`config.mk`:
```
export PLATFORM = sky130hd
export DESIGN_NAME = raster_pixel_combine_unit
export DESIGN_NICKNAME = d
export VERILOG_FILES = /design/src/design/rpc_pkg.sv /design/src/design/rpc_glyph_chan.sv /design/src/design/rpc_src_blend.sv /design/src/design/raster_pixel_combine_unit.sv
export SDC_FILE = /design/constraint.sdc
export NUM_CORES = 2
export LEC_CHECK = 0
export ABC_AREA = 1
export BUFFER_PORTS_ARGS = -buffer_cell sky130_fd_sc_hd__buf_4
export CAP_MARGIN = 20
export CORE_UTILIZATION = 35
export DETAILED_ROUTE_END_ITERATION = 6
export SYNTH_ARGS = -nofsm -noshare
export SYNTH_HDL_FRONTEND = slang
export SYNTH_SLANG_ARGS = --single-unit
```
`constraint.sdc`:
```
create_clock -name clk -period 10.5 [get_ports clk]
set_clock_uncertainty 0.15 [all_clocks]
set_input_delay 1.575 -clock clk [delete_from_list [all_inputs] [get_ports clk]]
set_output_delay 1.575 -clock clk [all_outputs]
set_load 0.01 [all_outputs]
```
`src/design/rpc_pkg.sv`:
```
// Shared constants, mode codes and stage control type for the pixel combine unit.
`timescale 1ns / 1ps

package rpc_pkg;

  // Register indexes on the configuration port
  localparam int unsigned CFG_IDX_W = 8;
  localparam logic [CFG_IDX_W-1:0] REG_OP_MODE    = 8'd0;
  localparam logic [CFG_IDX_W-1:0] REG_DRAW_COLOR = 8'd1;

  // Operation mode codes; the remaining codes pass the destination through
  localparam logic [2:0] MODE_FILL   = 3'd0;
  localparam logic [2:0] MODE_INVERT = 3'd1;
  localparam logic [2:0] MODE_GLYPH  = 3'd2;
  localparam logic [2:0] MODE_BLIT   = 3'd3;
  localparam logic [2:0] MODE_BLEND  = 3'd4;

  // Pixel masks
  localparam logic [31:0] MASK_ALPHA = 32'hFF00_0000;
  localparam logic [31:0] MASK_RGB   = 32'h00FF_FFFF;
  localparam logic [31:0] MASK_RB    = 32'h00FF_00FF;
  localparam logic [31:0] MASK_G     = 32'h0000_FF00;

  localparam logic [7:0] CHAN_MAX = 8'hFF;

  // Reciprocal of 255 scaled by 2^23, exact for 16-bit dividends
  localparam logic [31:0] RECIP_255   = 32'd32897;
  localparam int unsigned RECIP_SHIFT = 23;

  // Load enables of the first two pipeline stages
  typedef struct packed {
    logic s1;
    logic s2;
  } stage_en_t;

endpackage

```
`src/design/rpc_glyph_chan.sv`:
```
// One color channel of the glyph coverage blend: bg + (c - bg) * a / 255.
`timescale 1ns / 1ps

module rpc_glyph_chan (
  input  logic              clk,
  input  rpc_pkg::stage_en_t en,
  input  logic [7:0]        bg,
  input  logic [7:0]        color,
  input  logic [7:0]        cov,
  output logic [7:0]        chan_out
);

  logic signed [8:0]  diff;
  logic signed [17:0] prod_full;
  logic signed [16:0] prod_r;
  logic [7:0]         bg1_r;

  logic [15:0] mag;
  logic [31:0] recip_prod;
  logic        neg_r;
  logic [7:0]  quo_r;
  logic [7:0]  bg2_r;

  // Stage 1: signed difference times coverage
  assign diff      = $signed({1'b0, color}) - $signed({1'b0, bg});
  assign prod_full = diff * $signed({1'b0, cov});

  always_ff @(posedge clk) begin
    if (en.s1) begin
      prod_r <= prod_full[16:0];
      bg1_r  <= bg;
    end
  end

  // Stage 2: divide magnitude by 255 through the reciprocal, keep the sign
  assign mag        = prod_r[16] ? 16'(-prod_r) : prod_r[15:0];
  assign recip_prod = {16'b0, mag} * rpc_pkg::RECIP_255;

  always_ff @(posedge clk) begin
    if (en.s2) begin
      neg_r <= prod_r[16];
      quo_r <= recip_prod[rpc_pkg::RECIP_SHIFT +: 8];
      bg2_r <= bg1_r;
    end
  end

  // Add the truncated quotient back onto the background, low byte only
  assign chan_out = neg_r ? (bg2_r - quo_r) : (bg2_r + quo_r);

endmodule

```
`src/design/rpc_src_blend.sv`:
```
// Source-alpha blend of red/blue pair and green in packed 32-bit wraparound arithmetic.
`timescale 1ns / 1ps

module rpc_src_blend (
  input  logic              clk,
  input  rpc_pkg::stage_en_t en,
  input  logic [31:0]       dst,
  input  logic [31:0]       src,
  output logic [31:0]       rgb_out
);

  logic [31:0] d_rb, d_g, rb_mul, g_mul;
  logic [7:0]  sa;
  logic [31:0] rb_prod_r, g_prod_r, d_rb_r, d_g_r;
  logic [31:0] rb_r, g_r;

  // Stage 1: masked differences times source alpha, kept modulo 2^32
  assign sa     = src[31:24];
  assign d_rb   = dst & rpc_pkg::MASK_RB;
  assign d_g    = dst & rpc_pkg::MASK_G;
  assign rb_mul = ((src & rpc_pkg::MASK_RB) - d_rb) * {24'b0, sa};
  assign g_mul  = ((src & rpc_pkg::MASK_G) - d_g) * {24'b0, sa};

  always_ff @(posedge clk) begin
    if (en.s1) begin
      rb_prod_r <= rb_mul;
      g_prod_r  <= g_mul;
      d_rb_r    <= d_rb;
      d_g_r     <= d_g;
    end
  end

  // Stage 2: scale down, add back the destination, mask
  always_ff @(posedge clk) begin
    if (en.s2) begin
      rb_r <= (d_rb_r + {8'b0, rb_prod_r[31:8]}) & rpc_pkg::MASK_RB;
      g_r  <= (d_g_r + {8'b0, g_prod_r[31:8]}) & rpc_pkg::MASK_G;
    end
  end

  assign rgb_out = rb_r | g_r;

endmodule

```
`src/design/raster_pixel_combine_unit.sv`:
```
// Top level of the ARGB32 raster pixel combine unit: config, pipeline control, result select.
`timescale 1ns / 1ps

// Channel  Ports                                    Direction
// in       in_valid/in_ready, in_dst_pixel, in_src_value   pixel pair in
// out      out_valid/out_ready, out_pixel                   combined pixel out
// cfg      cfg_valid/cfg_ready, cfg_index, cfg_data         register write
//
// Three register stages; one item enters per cycle unless out_ready stalls the pipeline.
// A result passes stages 1 and 2 into the output register and leaves it when out_ready is high.
// The depth is set by the stage 1 multipliers and the stage 2 reciprocal multiply.
// Reset (rst_n low, synchronous) clears valid bits and the registers to mode 0,
// color 0. A stall at out_ready holds every occupied stage; bubbles close up.

module raster_pixel_combine_unit (
  input  logic                           clk,
  input  logic                           rst_n,
  input  logic                           in_valid,
  output logic                           in_ready,
  input  logic [31:0]                    in_dst_pixel,
  input  logic [31:0]                    in_src_value,
  output logic                           out_valid,
  input  logic                           out_ready,
  output logic [31:0]                    out_pixel,
  input  logic                           cfg_valid,
  output logic                           cfg_ready,
  input  logic [rpc_pkg::CFG_IDX_W-1:0]  cfg_index,
  input  logic [31:0]                    cfg_data
);

  logic [2:0]  op_mode_r;
  logic [31:0] draw_color_r;

  logic v1_r, v2_r, v3_r;
  logic en3;
  rpc_pkg::stage_en_t en;

  logic [2:0]  mode1_r, mode2_r;
  logic [31:0] dst1_r, dst2_r, src1_r, src2_r;

  logic [7:0]  glyph_r, glyph_g, glyph_b;
  logic [31:0] blend_rgb;
  logic [31:0] res_nxt;
  logic [31:0] out_pixel_r;

  // Configuration registers; always ready
  assign cfg_ready = 1'b1;

  always_ff @(posedge clk) begin
    if (!rst_n) begin
      op_mode_r    <= rpc_pkg::MODE_FILL;
      draw_color_r <= '0;
    end else if (cfg_valid) begin
      if (cfg_index == rpc_pkg::REG_OP_MODE) begin
        op_mode_r <= cfg_data[2:0];
      end else if (cfg_index == rpc_pkg::REG_DRAW_COLOR) begin
        draw_color_r <= cfg_data;
      end
    end
  end

  // Advance a stage when it is empty or the next one moves
  assign en3      = !v3_r || out_ready;
  assign en.s2    = !v2_r || en3;
  assign en.s1    = !v1_r || en.s2;
  assign in_ready = en.s1;

  always_ff @(posedge clk) begin
    if (!rst_n) begin
      v1_r <= 1'b0;
      v2_r <= 1'b0;
      v3_r <= 1'b0;
    end else begin
      if (en.s1) begin
        v1_r <= in_valid;
      end
      if (en.s2) begin
        v2_r <= v1_r;
      end
      if (en3) begin
        v3_r <= v2_r;
      end
    end
  end

  // Carry mode and pixels alongside the arithmetic lanes
  always_ff @(posedge clk) begin
    if (en.s1) begin
      mode1_r <= op_mode_r;
      dst1_r  <= in_dst_pixel;
      src1_r  <= in_src_value;
    end
    if (en.s2) begin
      mode2_r <= mode1_r;
      dst2_r  <= dst1_r;
      src2_r  <= src1_r;
    end
  end

  // Glyph coverage lanes, one per color channel
  rpc_glyph_chan u_glyph_r (
    .clk      (clk),
    .en       (en),
    .bg       (in_dst_pixel[23:16]),
    .color    (draw_color_r[23:16]),
    .cov      (in_src_value[7:0]),
    .chan_out (glyph_r)
  );

  rpc_glyph_chan u_glyph_g (
    .clk      (clk),
    .en       (en),
    .bg       (in_dst_pixel[15:8]),
    .color    (draw_color_r[15:8]),
    .cov      (in_src_value[7:0]),
    .chan_out (glyph_g)
  );

  rpc_glyph_chan u_glyph_b (
    .clk      (clk),
    .en       (en),
    .bg       (in_dst_pixel[7:0]),
    .color    (draw_color_r[7:0]),
    .cov      (in_src_value[7:0]),
    .chan_out (glyph_b)
  );

  // Source-alpha blend lane
  rpc_src_blend u_src_blend (
    .clk     (clk),
    .en      (en),
    .dst     (in_dst_pixel),
    .src     (in_src_value),
    .rgb_out (blend_rgb)
  );

  // Pick the result by mode, handling full and zero coverage or alpha
  always_comb begin
    case (mode2_r)
      rpc_pkg::MODE_FILL: begin
        res_nxt = draw_color_r;
      end
      rpc_pkg::MODE_INVERT: begin
        res_nxt = dst2_r ^ rpc_pkg::MASK_RGB;
      end
      rpc_pkg::MODE_GLYPH: begin
        if (src2_r[7:0] == rpc_pkg::CHAN_MAX) begin
          res_nxt = draw_color_r;
        end else if (src2_r[7:0] == 8'd0) begin
          res_nxt = dst2_r;
        end else begin
          res_nxt = {dst2_r[31:24], glyph_r, glyph_g, glyph_b};
        end
      end
      rpc_pkg::MODE_BLIT: begin
        res_nxt = src2_r;
      end
      rpc_pkg::MODE_BLEND: begin
        if (src2_r[31:24] == rpc_pkg::CHAN_MAX) begin
          res_nxt = (dst2_r & rpc_pkg::MASK_ALPHA) | (src2_r & rpc_pkg::MASK_RGB);
        end else if (src2_r[31:24] == 8'd0) begin
          res_nxt = dst2_r;
        end else begin
          res_nxt = (dst2_r & rpc_pkg::MASK_ALPHA) | blend_rgb;
        end
      end
      default: begin
        res_nxt = dst2_r;
      end
    endcase
  end

  // Output register
  always_ff @(posedge clk) begin
    if (en3) begin
      out_pixel_r <= res_nxt;
    end
  end

  assign out_valid = v3_r;
  assign out_pixel = out_pixel_r;

endmodule
```
==> PnR_summary.wiki <==
{| class="wikitable"
! Metric !! Value
|-
| Run status || finished clean
|-
| # Max-Cap Violations || 0
|-
| Final cell count without fillers || 6237
|-
| Clk slew on worst S/H paths || 70 ps
|-
| Critical path capture point type || flop
|-
| Synth top cells by count || 886 x sky130_fd_sc_hd__inv_1, 788 x sky130_fd_sc_hd__nand2_1, 515 x sky130_fd_sc_hd__nor2_1
|-
| Delay of the slowest cell on the worst path || 550 ps
|-
| Worst Path Class, Setup || in -> reg
|-
| NumNets Final || 5661
|-
| Final estimated routing congestion in global placement || 0.921
|-
| Number of clock buffers inserted by TritonCTS || 42
|-
| Total wire length || 113000 um
|-
| Hold Path Class || reg -> reg
|-
| Clock tree buffer depth || 3
|-
| Required time at the endpoint of the critical path || 10690 ps
|-
| Relative slew slack || 29.8%
|-
| Avg WL per Cell || 18.2 um
|-
| Cells taking the most area after synthesis || sky130_fd_sc_hd__edfxtp_1 23%, sky130_fd_sc_hd__fa_1 20%, sky130_fd_sc_hd__ha_1 14%
|-
| Fill cell instance count of the final layout || 11200
|-
| Count of final setup violators || 0
|-
| Final total negative setup slack || 0 ps
|-
| Port Buffers || 142
|-
| Flip-flop cell with the highest count after synthesis || sky130_fd_sc_hd__edfxtp_1
|-
| Sum of overflow across all layers after global routing || 0
|-
| Cell repeated most along the worst path || sky130_fd_sc_hd__nand2_1
|-
| Detailed-router iteration count before antenna repair || 6
|-
| Sequential cell area in the final layout || 0.00977 sq mm
|-
| Synthesized instance count || 4605
|-
| Yosys warnings || 0
|-
| Number of endpoints with negative hold slack in the final report || 0
|-
| Mapped Avg Cell Area || 8.49 sq um
|-
| Final HPWL from detailed placement || 92100 um
|-
| Dpl cells || 6156
|-
| Violation count after the first detailed-routing iteration || 2240
|-
| Pins Over Slew Limit || 0
|-
| Hold_buf cts || 0
|-
| Multi-input gate area in the final layout || 0.0255 sq mm
|-
| Total number of placement rows || 122
|-
| TritonCTS clock tree || built
|-
| Most common cell in the netlist || sky130_fd_sc_hd__inv_1
|-
| Core region area || 0.111 sq mm
|-
| Layout overhead on the synthesized area || 10.5%
|-
| Vias || 31100
|-
| Launching element type of the critical path || primary input
|-
| DIE WIDTH || 336 um
|-
| Area enclosed by the die boundary || 0.113 sq mm
|-
| Buffer count from post-CTS setup fixing || 0
|-
| Portion of synthesized cell area occupied by the leading cell type || 23.0%
|-
| Ports || 144
|-
| M1 GR Usage || 27.3%
|-
| Number of enable-type register cells in the synthesized netlist || 300
|-
| Arrival time of the worst setup path || 8350 ps
|-
| Worst Tran Pin Value || 1050 ps
|-
| Effective utilization at floorplan || 35.3%
|-
| Unrepaired setup endpoints after global routing || false
|-
| ANT nets after route || 0
|-
| Synthesized Nets || 5553
|-
| Pin count of the biggest net entering global routing || 67
|-
| Slowest CP cell || sky130_fd_sc_hd__fa_1
|-
| Busiest metal layer after global routing || met2
|-
| DR DRC count || 0
|-
| Fraction of met2 tracks used by global routing || 32.9%
|-
| Share of flip-flops with an asynchronous set or reset after synthesis || 0%
|-
| Insertion delay of the later-clocked pin in the worst-skew pair || 580 ps
|-
| Period Utilization, post-route || 77.7%
|-
| Sequential cell area fraction in the yosys report || 25.0%
|-
| Share of post-route cells with drive strength above 1 || 6.70%
|-
| Initial antenna violation count || 8
|-
| Die Y-Extent || 336 um
|-
| Shortest period the worst path allows || 8160 ps
|-
| Register bit total from synthesis || 338
|-
| Number of library cell types mapped by synthesis || 63
|-
| Largest area contributor in the synthesized netlist || sky130_fd_sc_hd__edfxtp_1
|-
| Maximum fanout encountered on the critical timing path || 24
|-
| Global-route total usage across every layer || 20.1%
|-
| First-pass GRT wire length || 176000 um
|-
| Post-synthesis cell area || 0.0391 sq mm
|-
| Fmax || 123 MHz
|-
| Cell chosen for the clock root || sky130_fd_sc_hd__clkbuf_16
|-
| Vias per inst || 4.99
|-
| M3 GR Usage || 3.07%
|-
| Number of global-route vias before repair || 30800
|-
| Count of clock tree sinks || 338
|-
| Cells resized by post-CTS repair || 0
|-
| Number of H-tree levels || 2
|}
cell type report:
class / instances / share of cell area [%]
Clock inverter: 23 / 0.571
Antenna cell: 5 / 0.0290
Clock buffer: 52 / 2.59
Multi-Input combinational cell: 3262 / 59.1
Inverter: 907 / 7.89
Sequential cell: 338 / 22.6
Timing Repair Buffer: 162 / 2.86
Tap cell: 1488 / 4.31
kinds of logic (layout without fill, tap and decap cells):
logic type | Yosys count | count (layout) | share of synthesized area [%]
other | 1 | 6 | 0.00959
flip-flops | 338 | 338 | 25.0
XOR/XNOR | 194 | 194 | 4.46
adder cells (fa/ha/maj) | 839 | 839 | 34.4
buffers and inverters | 1005 | 1144 | 9.72
AND/OR/NAND/NOR | 1621 | 1621 | 17.3
AO/OA/AOI/OAI | 607 | 607 | 9.15
worst max-delay path, delay by kind of cell:
kind	cells	cell delay, ps
adder cells (fa/ha/maj)	7	3190
AO/OA/AOI/OAI	6	1340
buffers and inverters	7	1130
AND/OR/NAND/NOR	9	1100
per-layer routing:
layer,vias up,share of wire [%]
li1,15000,-
met2,880,46
met3,160,6.4
met5,-,0.033
met1,15100,44
met4,6,3.0
per-stage QoR:
| step | util (%) | area (sq um) | hold WS (ps) | setup slack [ps] |
|---|---|---|---|---|
| 6_report | 39.0 | 43200 | 254 | 2340 |
| 5_1_grt | 39.0 | 43200 | 265 | 2000 |
| 4_1_cts | 39.0 | 43100 | 242 | 2470 |
| 3_5_place_dp | 37.7 | 41800 | 255 | 1860 |
| 3_3_place_gp | 37.7 | 41800 | 251 | 1840 |
| 2_1_floorplan | - | 39100 | 250 | 3010 |
flip-flops by register name, indices dropped and copies added, names as in the netlist, 16 cells and up:
name	flops
src1_r	32
dst1_r	32
u_src_blend.rb_prod_r	24
dst2_r	32
u_glyph_r.prod_r	17
out_pixel	32
u_glyph_b.prod_r	17
draw_color_r	32
u_src_blend.rb_r	16
u_glyph_g.prod_r	17
src2_r	32
layout by cell type (no fill, tap or decap), types with 6 or more instances in the layout:
cell,netlist,layout
sky130_fd_sc_hd__inv_1,886,885
sky130_fd_sc_hd__nand2_1,788,786
sky130_fd_sc_hd__nor2_1,515,515
sky130_fd_sc_hd__ha_1,446,446
sky130_fd_sc_hd__fa_1,393,393
sky130_fd_sc_hd__edfxtp_1,300,300
sky130_fd_sc_hd__a21oi_1,234,234
sky130_fd_sc_hd__buf_4,2,161
sky130_fd_sc_hd__o21ai_0,154,154
sky130_fd_sc_hd__nand3_1,147,147
sky130_fd_sc_hd__xor2_1,121,121
sky130_fd_sc_hd__xnor2_1,67,67
sky130_fd_sc_hd__clkbuf_16,0,43
sky130_fd_sc_hd__nand4_1,39,39
sky130_fd_sc_hd__nor3_1,39,39
sky130_fd_sc_hd__dfxtp_1,38,38
sky130_fd_sc_hd__o211ai_1,36,36
sky130_fd_sc_hd__a31oi_1,35,35
sky130_fd_sc_hd__a21o_1,30,30
sky130_fd_sc_hd__o21ai_1,19,19
sky130_fd_sc_hd__inv_2,17,17
sky130_fd_sc_hd__nand2_2,15,16
sky130_fd_sc_hd__or2_2,15,15
sky130_fd_sc_hd__o21bai_1,14,14
sky130_fd_sc_hd__o2111ai_1,14,14
sky130_fd_sc_hd__a22oi_1,13,13
sky130_fd_sc_hd__nand3b_1,12,12
sky130_fd_sc_hd__clkinv_1,4,9
sky130_fd_sc_hd__or2_0,9,9
sky130_fd_sc_hd__a211oi_1,9,9
sky130_fd_sc_hd__a221oi_1,9,9
sky130_fd_sc_hd__o21a_1,9,9
sky130_fd_sc_hd__nor2_2,8,8
sky130_fd_sc_hd__clkbuf_1,74,8
sky130_fd_sc_hd__or2_1,6,6
sky130_fd_sc_hd__nor4_1,6,6
final timing paths:
kind / startpoint / to / slack, ps / depth (start not counted)
worst max-delay path: in_src_value[0] / u_src_blend.rb_prod_r[31]$_DFFE_PP_ / 2340 / 29
worst min-delay path: dst1_r[27]$_DFFE_PP_ / dst2_r[27]$_DFFE_PP_ / 250 / 0
worst max register to register: draw_color_r[0]$_SDFFE_PN0P_ / u_glyph_b.prod_r[15]$_DFFE_PP_ / 4350 / 26
worst min register to register: dst1_r[27]$_DFFE_PP_ / dst2_r[27]$_DFFE_PP_ / 250 / 0
Power is left out: the tool's default activity adds up to more than one toggle a clock period on the data nets, which glitch-free logic cannot reach.
